$ cat src/rtl/core/audio_packet_peak_level_meter_macros.svh
// Assertion helpers shared by the meter modules.
`ifndef AUDIO_PACKET_PEAK_LEVEL_METER_MACROS_SVH
`define AUDIO_PACKET_PEAK_LEVEL_METER_MACROS_SVH

// Same-cycle implication, checked out of reset.
`define APM_ASSERT_NOW(label, pre, post) \
    label: assert property (@(posedge i_clk) disable iff (!i_rst_n) (pre) |-> (post)) \
        else $error("apm assertion failed");

// Next-cycle implication, checked out of reset.
`define APM_ASSERT_NEXT(label, pre, post) \
    label: assert property (@(posedge i_clk) disable iff (!i_rst_n) (pre) |=> (post)) \
        else $error("apm assertion failed");

`endif

$ cat src/rtl/core/apm_pkg.sv
`default_nettype none
package apm_pkg;

    localparam int SAMPLE_W = 32;
    localparam int KIND_W   = 2;
    localparam int BPS_W    = 6;
    localparam int CFG_IDX_W  = 1;
    localparam int CFG_DATA_W = BPS_W;

    localparam logic [KIND_W-1:0] KIND_PCM   = 2'd0;
    localparam logic [KIND_W-1:0] KIND_FLOAT = 2'd1;

    localparam logic [BPS_W-1:0] BPS_16    = 6'd16;
    localparam logic [BPS_W-1:0] BPS_24    = 6'd24;
    localparam logic [BPS_W-1:0] BPS_32    = 6'd32;
    localparam logic [BPS_W-1:0] BPS_RESET = BPS_16;

    localparam logic [CFG_IDX_W-1:0] CFG_SAMPLE_KIND     = 1'b0;
    localparam logic [CFG_IDX_W-1:0] CFG_BITS_PER_SAMPLE = 1'b1;

    // Float exponent at which the Q1.31 value equals the 24-bit mantissa.
    localparam logic [7:0] FLT_EXP_UNITY = 8'd119;
    localparam logic [7:0] FLT_EXP_SAT   = 8'd128;
    localparam logic [7:0] FLT_EXP_SPEC  = 8'd255;

    typedef struct packed {
        logic                valid;  // low for a float NaN
        logic [SAMPLE_W-1:0] value;
    } t_mag;

endpackage
`default_nettype wire

$ cat src/rtl/core/apm_in_if.sv
`default_nettype none
interface apm_in_if;
    logic        valid;
    logic        ready;
    logic [31:0] raw_sample;
    logic        packet_silent;
    logic        last_sample;

    modport source (output valid, output raw_sample, output packet_silent,
                    output last_sample, input ready);
    modport sink   (input valid, input raw_sample, input packet_silent,
                    input last_sample, output ready);
endinterface
`default_nettype wire

$ cat src/rtl/core/apm_out_if.sv
`default_nettype none
interface apm_out_if;
    logic        valid;
    logic        ready;
    logic [31:0] packet_peak;
    logic [31:0] smoothed_level;

    modport source (output valid, output packet_peak, output smoothed_level, input ready);
    modport sink   (input valid, input packet_peak, input smoothed_level, output ready);
endinterface
`default_nettype wire

$ cat src/rtl/core/apm_decode.sv
`default_nettype none
module apm_decode (
    input  wire logic [apm_pkg::KIND_W-1:0]   i_kind,
    input  wire logic [apm_pkg::BPS_W-1:0]    i_bps,
    input  wire logic [apm_pkg::SAMPLE_W-1:0] i_raw,
    input  wire logic                         i_silent,
    output apm_pkg::t_mag                     o_mag
);
    import apm_pkg::*;

    logic [15:0]         pcm16_neg;
    logic [23:0]         pcm24_neg;
    logic [SAMPLE_W-1:0] pcm_mag;
    logic [7:0]          flt_exp;
    logic [23:0]         flt_man;
    logic [7:0]          flt_lsh;
    logic [7:0]          flt_rsh;
    logic [SAMPLE_W-1:0] flt_wide;
    logic [SAMPLE_W-1:0] flt_mag;
    logic                flt_nan;

    always_comb begin
        pcm16_neg = 16'd0 - i_raw[15:0];
        pcm24_neg = 24'd0 - i_raw[23:0];
        unique case (i_bps)
            BPS_16:  pcm_mag = {(i_raw[15] ? pcm16_neg : i_raw[15:0]), 16'd0};
            BPS_24:  pcm_mag = {(i_raw[23] ? pcm24_neg : i_raw[23:0]), 8'd0};
            BPS_32:  pcm_mag = i_raw[31] ? (32'd0 - i_raw) : i_raw;
            default: pcm_mag = '0;
        endcase
    end

    always_comb begin
        flt_exp  = i_raw[30:23];
        flt_man  = {1'b1, i_raw[22:0]};
        flt_lsh  = flt_exp - FLT_EXP_UNITY;
        flt_rsh  = FLT_EXP_UNITY - flt_exp;
        flt_wide = {8'd0, flt_man};
        flt_nan  = 1'b0;
        priority if (flt_exp == FLT_EXP_SPEC) begin
            flt_nan = (i_raw[22:0] != 23'd0);
            flt_mag = flt_nan ? '0 : '1;
        end else if (flt_exp >= FLT_EXP_SAT) begin
            flt_mag = '1;
        end else if (flt_exp == 8'd0) begin
            // subnormals read as zero
            flt_mag = '0;
        end else if (flt_exp >= FLT_EXP_UNITY) begin
            flt_mag = flt_wide << flt_lsh[3:0];
        end else if (flt_rsh >= 8'd32) begin
            flt_mag = '0;
        end else begin
            flt_mag = flt_wide >> flt_rsh[4:0];
        end
    end

    always_comb begin
        o_mag.valid = 1'b1;
        o_mag.value = '0;
        if (!i_silent) begin
            if (i_kind == KIND_FLOAT && i_bps == BPS_32) begin
                o_mag.valid = !flt_nan;
                o_mag.value = flt_mag;
            end else if (i_kind == KIND_PCM) begin
                o_mag.value = pcm_mag;
            end
        end
    end

endmodule
`default_nettype wire

$ cat src/rtl/core/apm_meter.sv
`default_nettype none
`include "audio_packet_peak_level_meter_macros.svh"
module apm_meter (
    input  wire logic   i_clk,
    input  wire logic   i_rst_n,
    input  wire logic   i_item_valid,
    input  wire logic   i_last,
    input  wire apm_pkg::t_mag i_mag,
    output logic        o_take,
    apm_out_if.source   o_out
);
    import apm_pkg::*;

    logic [SAMPLE_W-1:0] r_peak;
    logic [SAMPLE_W-1:0] r_level;
    logic                r_out_valid;
    logic [SAMPLE_W-1:0] r_out_peak;
    logic [SAMPLE_W-1:0] n_peak;
    logic [SAMPLE_W:0]   n_sum;
    logic [SAMPLE_W-1:0] n_level;

    // A packet end needs the result register free; other beats never wait.
    assign o_take = i_item_valid && (!i_last || !r_out_valid || o_out.ready);

    always_comb begin
        n_peak  = (i_mag.valid && i_mag.value > r_peak) ? i_mag.value : r_peak;
        n_sum   = {1'b0, r_level} + {1'b0, n_peak};
        n_level = n_sum[SAMPLE_W:1];
    end

    always_ff @(posedge i_clk) begin
        if (!i_rst_n) begin
            r_peak      <= '0;
            r_level     <= '0;
            r_out_valid <= 1'b0;
        end else begin
            if (o_take) begin
                r_peak <= i_last ? '0 : n_peak;
                if (i_last) begin
                    r_level <= n_level;
                end
            end
            if (o_take && i_last) begin
                r_out_valid <= 1'b1;
            end else if (o_out.ready) begin
                r_out_valid <= 1'b0;
            end
        end
    end

    always_ff @(posedge i_clk) begin
        if (o_take && i_last) begin
            r_out_peak <= n_peak;
        end
    end

    assign o_out.valid          = r_out_valid;
    assign o_out.packet_peak    = r_out_peak;
    assign o_out.smoothed_level = r_level;

    `APM_ASSERT_NEXT(a_end_shows_result, o_take && i_last, r_out_valid)
    `APM_ASSERT_NEXT(a_end_clears_peak, o_take && i_last, r_peak == '0)
    `APM_ASSERT_NEXT(a_level_is_mean, o_take && i_last,
        r_level <= $past(r_level) || r_level <= r_out_peak)

endmodule
`default_nettype wire

$ cat src/rtl/core/audio_packet_peak_level_meter.sv
//  channel   dir  beat contents
//  i_in      in   raw_sample[31:0], packet_silent, last_sample
//  o_out     out  packet_peak[31:0], smoothed_level[31:0] (packet end only)
//  i_cfg_*   in   register write: index 0 sample_kind, 1 bits_per_sample
//
//  One beat per cycle while no packet end is held: a beat is latched in the
//  input register, then decoded and folded into the running peak when the
//  meter takes it; a packet end's result is registered at that same take.
//  Reset clears peak, level and valid flags and sets the config registers to
//  their defaults. Non-final beats advance even while a result is stalled; a
//  packet end waits in the input register until the result register is free.
`default_nettype none
`include "audio_packet_peak_level_meter_macros.svh"
module audio_packet_peak_level_meter (
    input  wire logic                           i_clk,
    input  wire logic                           i_rst_n,
    input  wire logic                           i_cfg_we,
    input  wire logic [apm_pkg::CFG_IDX_W-1:0]  i_cfg_index,
    input  wire logic [apm_pkg::CFG_DATA_W-1:0] i_cfg_data,
    apm_in_if.sink                              i_in,
    apm_out_if.source                           o_out
);
    import apm_pkg::*;

    logic [KIND_W-1:0]   r_kind;
    logic [BPS_W-1:0]    r_bps;
    logic                r_s1_valid;
    logic [SAMPLE_W-1:0] r_s1_raw;
    logic                r_s1_silent;
    logic                r_s1_last;
    logic                take;
    t_mag                mag;

    always_ff @(posedge i_clk) begin
        if (!i_rst_n) begin
            r_kind <= KIND_PCM;
            r_bps  <= BPS_RESET;
        end else if (i_cfg_we) begin
            unique case (i_cfg_index)
                CFG_SAMPLE_KIND:     r_kind <= i_cfg_data[KIND_W-1:0];
                CFG_BITS_PER_SAMPLE: r_bps  <= i_cfg_data[BPS_W-1:0];
                default: ;
            endcase
        end
    end

    assign i_in.ready = !r_s1_valid || take;

    always_ff @(posedge i_clk) begin
        if (!i_rst_n) begin
            r_s1_valid <= 1'b0;
        end else if (i_in.valid && i_in.ready) begin
            r_s1_valid <= 1'b1;
        end else if (take) begin
            r_s1_valid <= 1'b0;
        end
    end

    always_ff @(posedge i_clk) begin
        if (i_in.valid && i_in.ready) begin
            r_s1_raw    <= i_in.raw_sample;
            r_s1_silent <= i_in.packet_silent;
            r_s1_last   <= i_in.last_sample;
        end
    end

    apm_decode u_decode (
        .i_kind   (r_kind),
        .i_bps    (r_bps),
        .i_raw    (r_s1_raw),
        .i_silent (r_s1_silent),
        .o_mag    (mag)
    );

    apm_meter u_meter (
        .i_clk        (i_clk),
        .i_rst_n      (i_rst_n),
        .i_item_valid (r_s1_valid),
        .i_last       (r_s1_last),
        .i_mag        (mag),
        .o_take       (take),
        .o_out        (o_out)
    );

    `APM_ASSERT_NEXT(a_held_beat_kept, r_s1_valid && !take, r_s1_valid)
    `APM_ASSERT_NOW(a_take_needs_beat, take, r_s1_valid)
    `APM_ASSERT_NEXT(a_held_beat_stable, r_s1_valid && !take,
        $stable(r_s1_raw) && $stable(r_s1_last))

endmodule
`default_nettype wire

$ cat src/flat_wrapper.sv
// flat-port wrapper written by rule: the top's interface ports become plain ports
module audio_packet_peak_level_meter_flat import apm_pkg::*;
  (i_clk, i_rst_n, i_cfg_we, i_cfg_index, i_cfg_data, i_in_valid, i_in_raw_sample, i_in_packet_silent, i_in_last_sample, i_in_ready, o_out_valid, o_out_packet_peak, o_out_smoothed_level, o_out_ready);
  apm_in_if i_in_i ();
  apm_out_if o_out_i ();
  input  wire logic i_clk;
  input  wire logic i_rst_n;
  input  wire logic i_cfg_we;
  input  wire logic [apm_pkg::CFG_IDX_W-1:0] i_cfg_index;
  input  wire logic [apm_pkg::CFG_DATA_W-1:0] i_cfg_data;
  input wire logic [$bits(i_in_i.valid)-1:0] i_in_valid;
  input wire logic [$bits(i_in_i.raw_sample)-1:0] i_in_raw_sample;
  input wire logic [$bits(i_in_i.packet_silent)-1:0] i_in_packet_silent;
  input wire logic [$bits(i_in_i.last_sample)-1:0] i_in_last_sample;
  output wire logic [$bits(i_in_i.ready)-1:0] i_in_ready;
  output wire logic [$bits(o_out_i.valid)-1:0] o_out_valid;
  output wire logic [$bits(o_out_i.packet_peak)-1:0] o_out_packet_peak;
  output wire logic [$bits(o_out_i.smoothed_level)-1:0] o_out_smoothed_level;
  input wire logic [$bits(o_out_i.ready)-1:0] o_out_ready;
  assign i_in_i.valid = i_in_valid;
  assign i_in_i.raw_sample = i_in_raw_sample;
  assign i_in_i.packet_silent = i_in_packet_silent;
  assign i_in_i.last_sample = i_in_last_sample;
  assign i_in_ready = i_in_i.ready;
  assign o_out_valid = o_out_i.valid;
  assign o_out_packet_peak = o_out_i.packet_peak;
  assign o_out_smoothed_level = o_out_i.smoothed_level;
  assign o_out_i.ready = o_out_ready;
  audio_packet_peak_level_meter u_core (.i_clk(i_clk), .i_rst_n(i_rst_n), .i_cfg_we(i_cfg_we), .i_cfg_index(i_cfg_index), .i_cfg_data(i_cfg_data), .i_in(i_in_i), .o_out(o_out_i));
endmodule
$ cat config.mk
export PLATFORM = sky130hd
export DESIGN_NAME = audio_packet_peak_level_meter_flat
export DESIGN_NICKNAME = d
export VERILOG_FILES = /design/src/rtl/core/apm_pkg.sv /design/src/rtl/core/apm_in_if.sv /design/src/rtl/core/apm_out_if.sv /design/src/rtl/core/apm_decode.sv /design/src/rtl/core/apm_meter.sv /design/src/rtl/core/audio_packet_peak_level_meter.sv /design/src/flat_wrapper.sv
export VERILOG_INCLUDE_DIRS = /design/src /design/src/rtl/core
export SDC_FILE = /design/constraint.sdc
export NUM_CORES = 1
export LEC_CHECK = 0
export BUFFER_PORTS_ARGS = -buffer_cell sky130_fd_sc_hd__buf_2
export CELL_PAD_IN_SITES_DETAIL_PLACEMENT = 2
export CELL_PAD_IN_SITES_GLOBAL_PLACEMENT = 2
export CORE_ASPECT_RATIO = 0.7
export CORE_MARGIN = 2
export CORE_UTILIZATION = 34
export DETAILED_ROUTE_END_ITERATION = 10
export PLACE_DENSITY_LB_ADDON = 0.1
export SYNTH_ARGS = -nofsm -noshare
export SYNTH_HDL_FRONTEND = slang
export SYNTH_HIERARCHICAL = 1
export SYNTH_SLANG_ARGS = --single-unit
$ cat constraint.sdc
create_clock -name i_clk -period 6.94 [get_ports i_clk]
set_input_delay 0.694 -clock i_clk [delete_from_list [all_inputs] [get_ports i_clk]]
set_output_delay 0.694 -clock i_clk [all_outputs]
set_load 0.005 [all_outputs]
* Word-level counts from Yosys, hierarchy flattened
Index checks and enable logic that the tools add are counted.
Storage, ports and cells: register bits after elaboration 140, output and inout bits 66, logic and storage cells 69
Operators by class: add/sub/neg operators 6, $lt $le $gt $ge 4, eq/ne operators 5, shifts and indexed selects 2, muxes and demuxes 21, bitwise gates (word level) 1, reductions and logical operators 20
Operators with widths (count):
- $mux 32 | 11
- $pmux 32 s3 | 1
- $add 32x32->33 | 1
- $mux 33 | 1
- $gt 32x32->1 | 1
- $shl 24x4->32 | 1
- $shr 24x5->32 | 1
- $sub 1x32->32 const A | 1
- $mux 24 | 1
- $sub 1x24->24 const A | 1
- $reduce_bool 23->1 | 1
- $mux 16 | 1
- $sub 1x16->16 const A | 1
- $eq 6x5->1 const B | 2
- $eq 8x8->1 const B | 1
- $ge 8x6->1 const B | 1
- $ge 8x7->1 const B | 1
- $ge 8x8->1 const B | 1
- $logic_not 8->1 | 1
- $sub 7x8->8 const A | 1
- $eq 6x6->1 const B | 1
- $mux 1 | 6
- $reduce_and 2->1 | 3
- $logic_and 1x1->1 | 5
- 7 further kinds | 13

* Longest topological paths before layout
depth after elaboration 13, mapped depth 36, depth with buffers taken out 30

* By module
Netlist, hierarchy kept.
By module, submodules not included:
- apm_meter | instances 1, cells an instance 664, area each 6070.8 sq um, seq. area each 2262.2 sq um
- apm_decode | instances 1, cells an instance 706, area each 5113.7 sq um, seq. area each 0.0 sq um
- audio_packet_peak_level_meter | instances 1, cells an instance 73, area each 1386.3 sq um, seq. area each 1201.2 sq um

* Worst setup path after synthesis
No wires, ideal clock.
kind register -> register, start point register u_core.r_s1_raw[24], end point register u_core.u_meter.r_level[29] (netlist: u_core/u_meter/o_out.smoothed_level[29]), library setup time 0.074 ns, data arrival time 7.385 ns, data required time 6.866 ns, setup slack -0.520 ns, cell stages (with the launch flop) 34, period minus slack after synthesis 7.460 ns, cells stage by stage edfxtp_1 buf_4 buf_4 buf_2 inv_1 ha_1 buf_2 buf_2 buf_2 mux4_2 mux2i_1 mux2i_1 a22oi_1 a211oi_1 ha_1 nand4_1 or4_1 o21ai_1 a31oi_1 a41oi_2 buf_2 buf_2 mux2_2 ha_1 nor2b_1 o21a_1 o21ai_0 a21o_1 a21oi_1 a41o_1 a41o_1 nand3_1 or4_1 a31oi_1
RTL lines:
- from (decl) | RTL line audio_packet_peak_level_meter.sv:28 | logic [SAMPLE_W-1:0] r_s1_raw;
- from (signal assigned) | RTL line audio_packet_peak_level_meter.sv:61 | r_s1_raw <= i_in.raw_sample;
- to (signal assigned) | RTL line apm_meter.sv:40 | r_level <= n_level;
- to (decl) | RTL line apm_meter.sv:15 | logic [SAMPLE_W-1:0] r_level;

==> results.yml <==
run_status:
  status: "finished with violations"
  violations: "setup timing"
run:
  maxCapViolations: 0
floorplan:
  coreArea_mm2: 0.03614
  io_pins: 112
  die_h_um: 164.9
  die_w_um: 233.8
  initial_core_util_pct: 34.78
  core.rowCount: 58
  dieArea_mm2: 0.03855
timing:
  setup_tns_ps: -8703
  final-setup-viol-count: 25
  clock.fmax_mhz: 132.6
  fin_crit_sh_pct: 108.7
  rsz0062_at_grt: "yes"
  worst_pin_slew_ps: 983.1
  slew_viol_final: 0
  post-route-min-period_ps: 7543
  final-hold-violation-count: 0
  fin_skew_ps: 16.64
  fin_hold_ws_ps: 400.7
  relSlewSlack_pct: 34.46
  fin_ws_ps: -602.5
grt:
  antenna_found_initial: 1
  first_global_vias: 15570
  grt_max_degree: 60
  grt_pass1_wl_um: 103100
  overflow: 0
  grt_usage_pct: 36.47
placement:
  port-buffer-count: 111
  dpl_cell_area_mm2: 0.01612
  gp_congestion: 0.9817
  hpwl_um: 49900
cts:
  htreeDepth: 4
  root_buffer: "clkbuf_16"
  cts_tree: "built"
  path_clk_slew_ps: 70
  clock_latency_ps: 470
  cts_buffer_depth: 2
  numCtsBuffers: 17
  cts_sinks: 140
synth:
  ys_seq_area_share_pct: 27.55
  syn-mean-instance-area_um2: 8.712
  yosys_warnings: 6
  syn_inst: 1443
  synth_async_sr_flop_share_pct: 0
  syn_area_mm2: 0.01257
  synth-edff-count: 66
  synth_seq_cells: 140
  synth_ff_type: "dfxtp_1"
  syn_nets: 1563
  post_synth_num_cell_types: 86
route:
  drt_iter0_markers: 1674
  ant_nets: 0
  drc: 0
  wirelength_um: 76220
  via_per_inst: 6.322
  vias: 15098
  detail_route.wl_per_cell_um: 31.92
  drt-pass1-iter-count: 5
setup_path:
  critPathMaxFanout: 7
  slowest_delay_ps: 620
  cpMaxStageDelayCell: "nor3_1"
  worstPathArrival_ps: 7910
  path_class: "flip-flop to flip-flop"
  crit_required_ps: 7300
  critPathMostFrequentCell: "buf_4"
  cp-start-kind: "flip-flop"
  worstSetupEndpointType: "flip-flop"
finish:
  final_common_cell: "buf_4"
  drive_gt1_share_pct: 43.66
  fillCellCount: 3767
  syn_to_final_growth_pct: 48.15
  fin_nets: 2015
  multi_input_area_mm2: 0.009729
  fin_area_mm2: 0.01862
  n_antenna_cell: 0
  layout_common_cells: "buf_4, nand2_1, buf_2, nor2_1, dfxtp_1"
  regArea_mm2: 0.003463
power:
  leakagePower_nw: 7.869
  peakVddDrop_mv: 0.2135
  cellPowerDensity_mw_per_mm2: 172.0
min_path:
  hold_class: "input port to flip-flop"
state kept, by name, summed over array words and instances, names as in the netlist:
signal,cells
u_core/u_meter/o_out.smoothed_level,32
u_core/r_s1_raw,32
u_core/u_meter/o_out.valid,1
u_core/u_meter/o_out.packet_peak,32
u_core/r_bps,6
u_core/r_s1_valid,1
u_core/r_kind,2
u_core/r_s1_silent,1
u_core/u_meter/r_peak,32
u_core/r_s1_last,1
critical path: cells and delay by family (launching register included):
kind / cells / cell delay, ps
AO/OA/AOI/OAI: 10 / 2380
XOR/XNOR: 1 / 180
adder cells (fa/ha/maj): 2 / 490
buffers and inverters: 6 / 1160
flip-flops: 1 / 320
multiplexers: 1 / 320
AND/OR/NAND/NOR: 8 / 2560
synthesized netlist by cell type (13+ instances only):
cell type	n	area (um2)
dfxtp_1	74	1481
inv_1	57	214.0
mux2_2	50	563.0
o21ai_1	14	70.07
ha_1	73	913.4
a22oi_1	39	292.8
a211oi_1	19	142.6
clkbuf_1	73	274.0
xnor2_1	51	446.7
a21o_1	26	195.2
o31ai_1	16	120.1
nand4_1	26	162.7
nand3_1	47	235.2
o21a_1	15	112.6
a21oi_1	81	405.4
nor2_1	103	386.6
nor3_1	33	165.2
xor2_1	23	201.4
mux2i_1	68	680.7
buf_2	22	110.1
mux4_2	29	653.1
o21ai_0	58	290.3
or4_1	13	97.59
o211ai_1	21	157.7
nand2b_1	14	87.58
edfxtp_1	66	1982
nand2_1	130	488.0
where the power goes:
part	internal (mW)	switching, mW	total (mW)
Sequential	0.899	0.0268	0.925
Clock	0.505	0.448	0.954
Combinational	0.585	0.739	1.32
cell type report:
cell class / instances / share of cell area, %
Tap cell: 480 / 3.225
Clock buffer: 20 / 2.398
Sequential cell: 140 / 18.60
Inverter: 62 / 1.263
Clock inverter: 12 / 0.6046
Multi-Input combinational cell: 1132 / 52.24
Timing Repair Buffer: 542 / 21.67
path summary, 6_finish.rpt:
| check | startpoint | endpoint | slack, ps | cells past startpoint |
|---|---|---|---|---|
| setup / recovery | u_core/r_bps[1]$_SDFFE_PN0P_ | u_core/u_meter/o_out.smoothed_level[17]$_SDFFE_PN0P_ | -600 | 28 |
| hold / removal | i_in_raw_sample[15] | u_core/r_s1_raw[15]$_DFFE_PP_ | 400 | 1 |
| setup reg to reg | u_core/r_bps[1]$_SDFFE_PN0P_ | u_core/u_meter/o_out.smoothed_level[17]$_SDFFE_PN0P_ | -600 | 28 |
| hold reg to reg | u_core/r_bps[2]$_SDFFE_PN0P_ | u_core/r_bps[2]$_SDFFE_PN0P_ | 470 | 2 |
through the flow:
step | total power [mW] | worst slack, ps | utilization [%] | instances
6_report | 3.202 | -602.5 | 51.53 | 2388
5_1_grt | 3.293 | -689.3 | 51.53 | 2388
4_1_cts | 3.056 | -84.70 | 48.86 | 2359
3_5_place_dp | 1.960 | -657.0 | 44.61 | 2290
3_3_place_gp | 1.923 | -349.2 | 44.61 | 2290
2_1_floorplan | 1.500 | 9.747 | - | 1443
layer usage:
metal | part of all wire (%) | GRT usage, % | vias up
met3 | 10 | 11.53 | 154
met5 | 0 | 0 | -
met4 | 2.8 | 9.609 | 0
met1 | 41 | 48.12 | 7777
li1 | - | - | 6345
met2 | 46 | 57.50 | 822
cells by family (layout without fill, tap and decap cells):
logic type	after synthesis	after routing	synth area share, %
and+or+nand+nor	437	437	17.00
AOI/OAI and AO/OA	399	399	22.06
buffers and inverters	171	636	5.504
muxes	147	147	15.09
DFF	140	140	27.55
xor gates and xnor gates	75	75	5.375
adders and majority gates	74	74	7.425
what timing repair did:
| item | 4_1_cts | 5_1_grt |
|---|---|---|
| endpoints found under the setup margin | 25 | 27 |
| hold buffers | 0 | 0 |
| pin swaps | 46 | 78 |
| buffers inserted | 37 | 41 |
| resized for setup | 129 | 141 |
| cloned | 1 | 0 |
No activity file was read; power rests on OpenSTA's default activity.
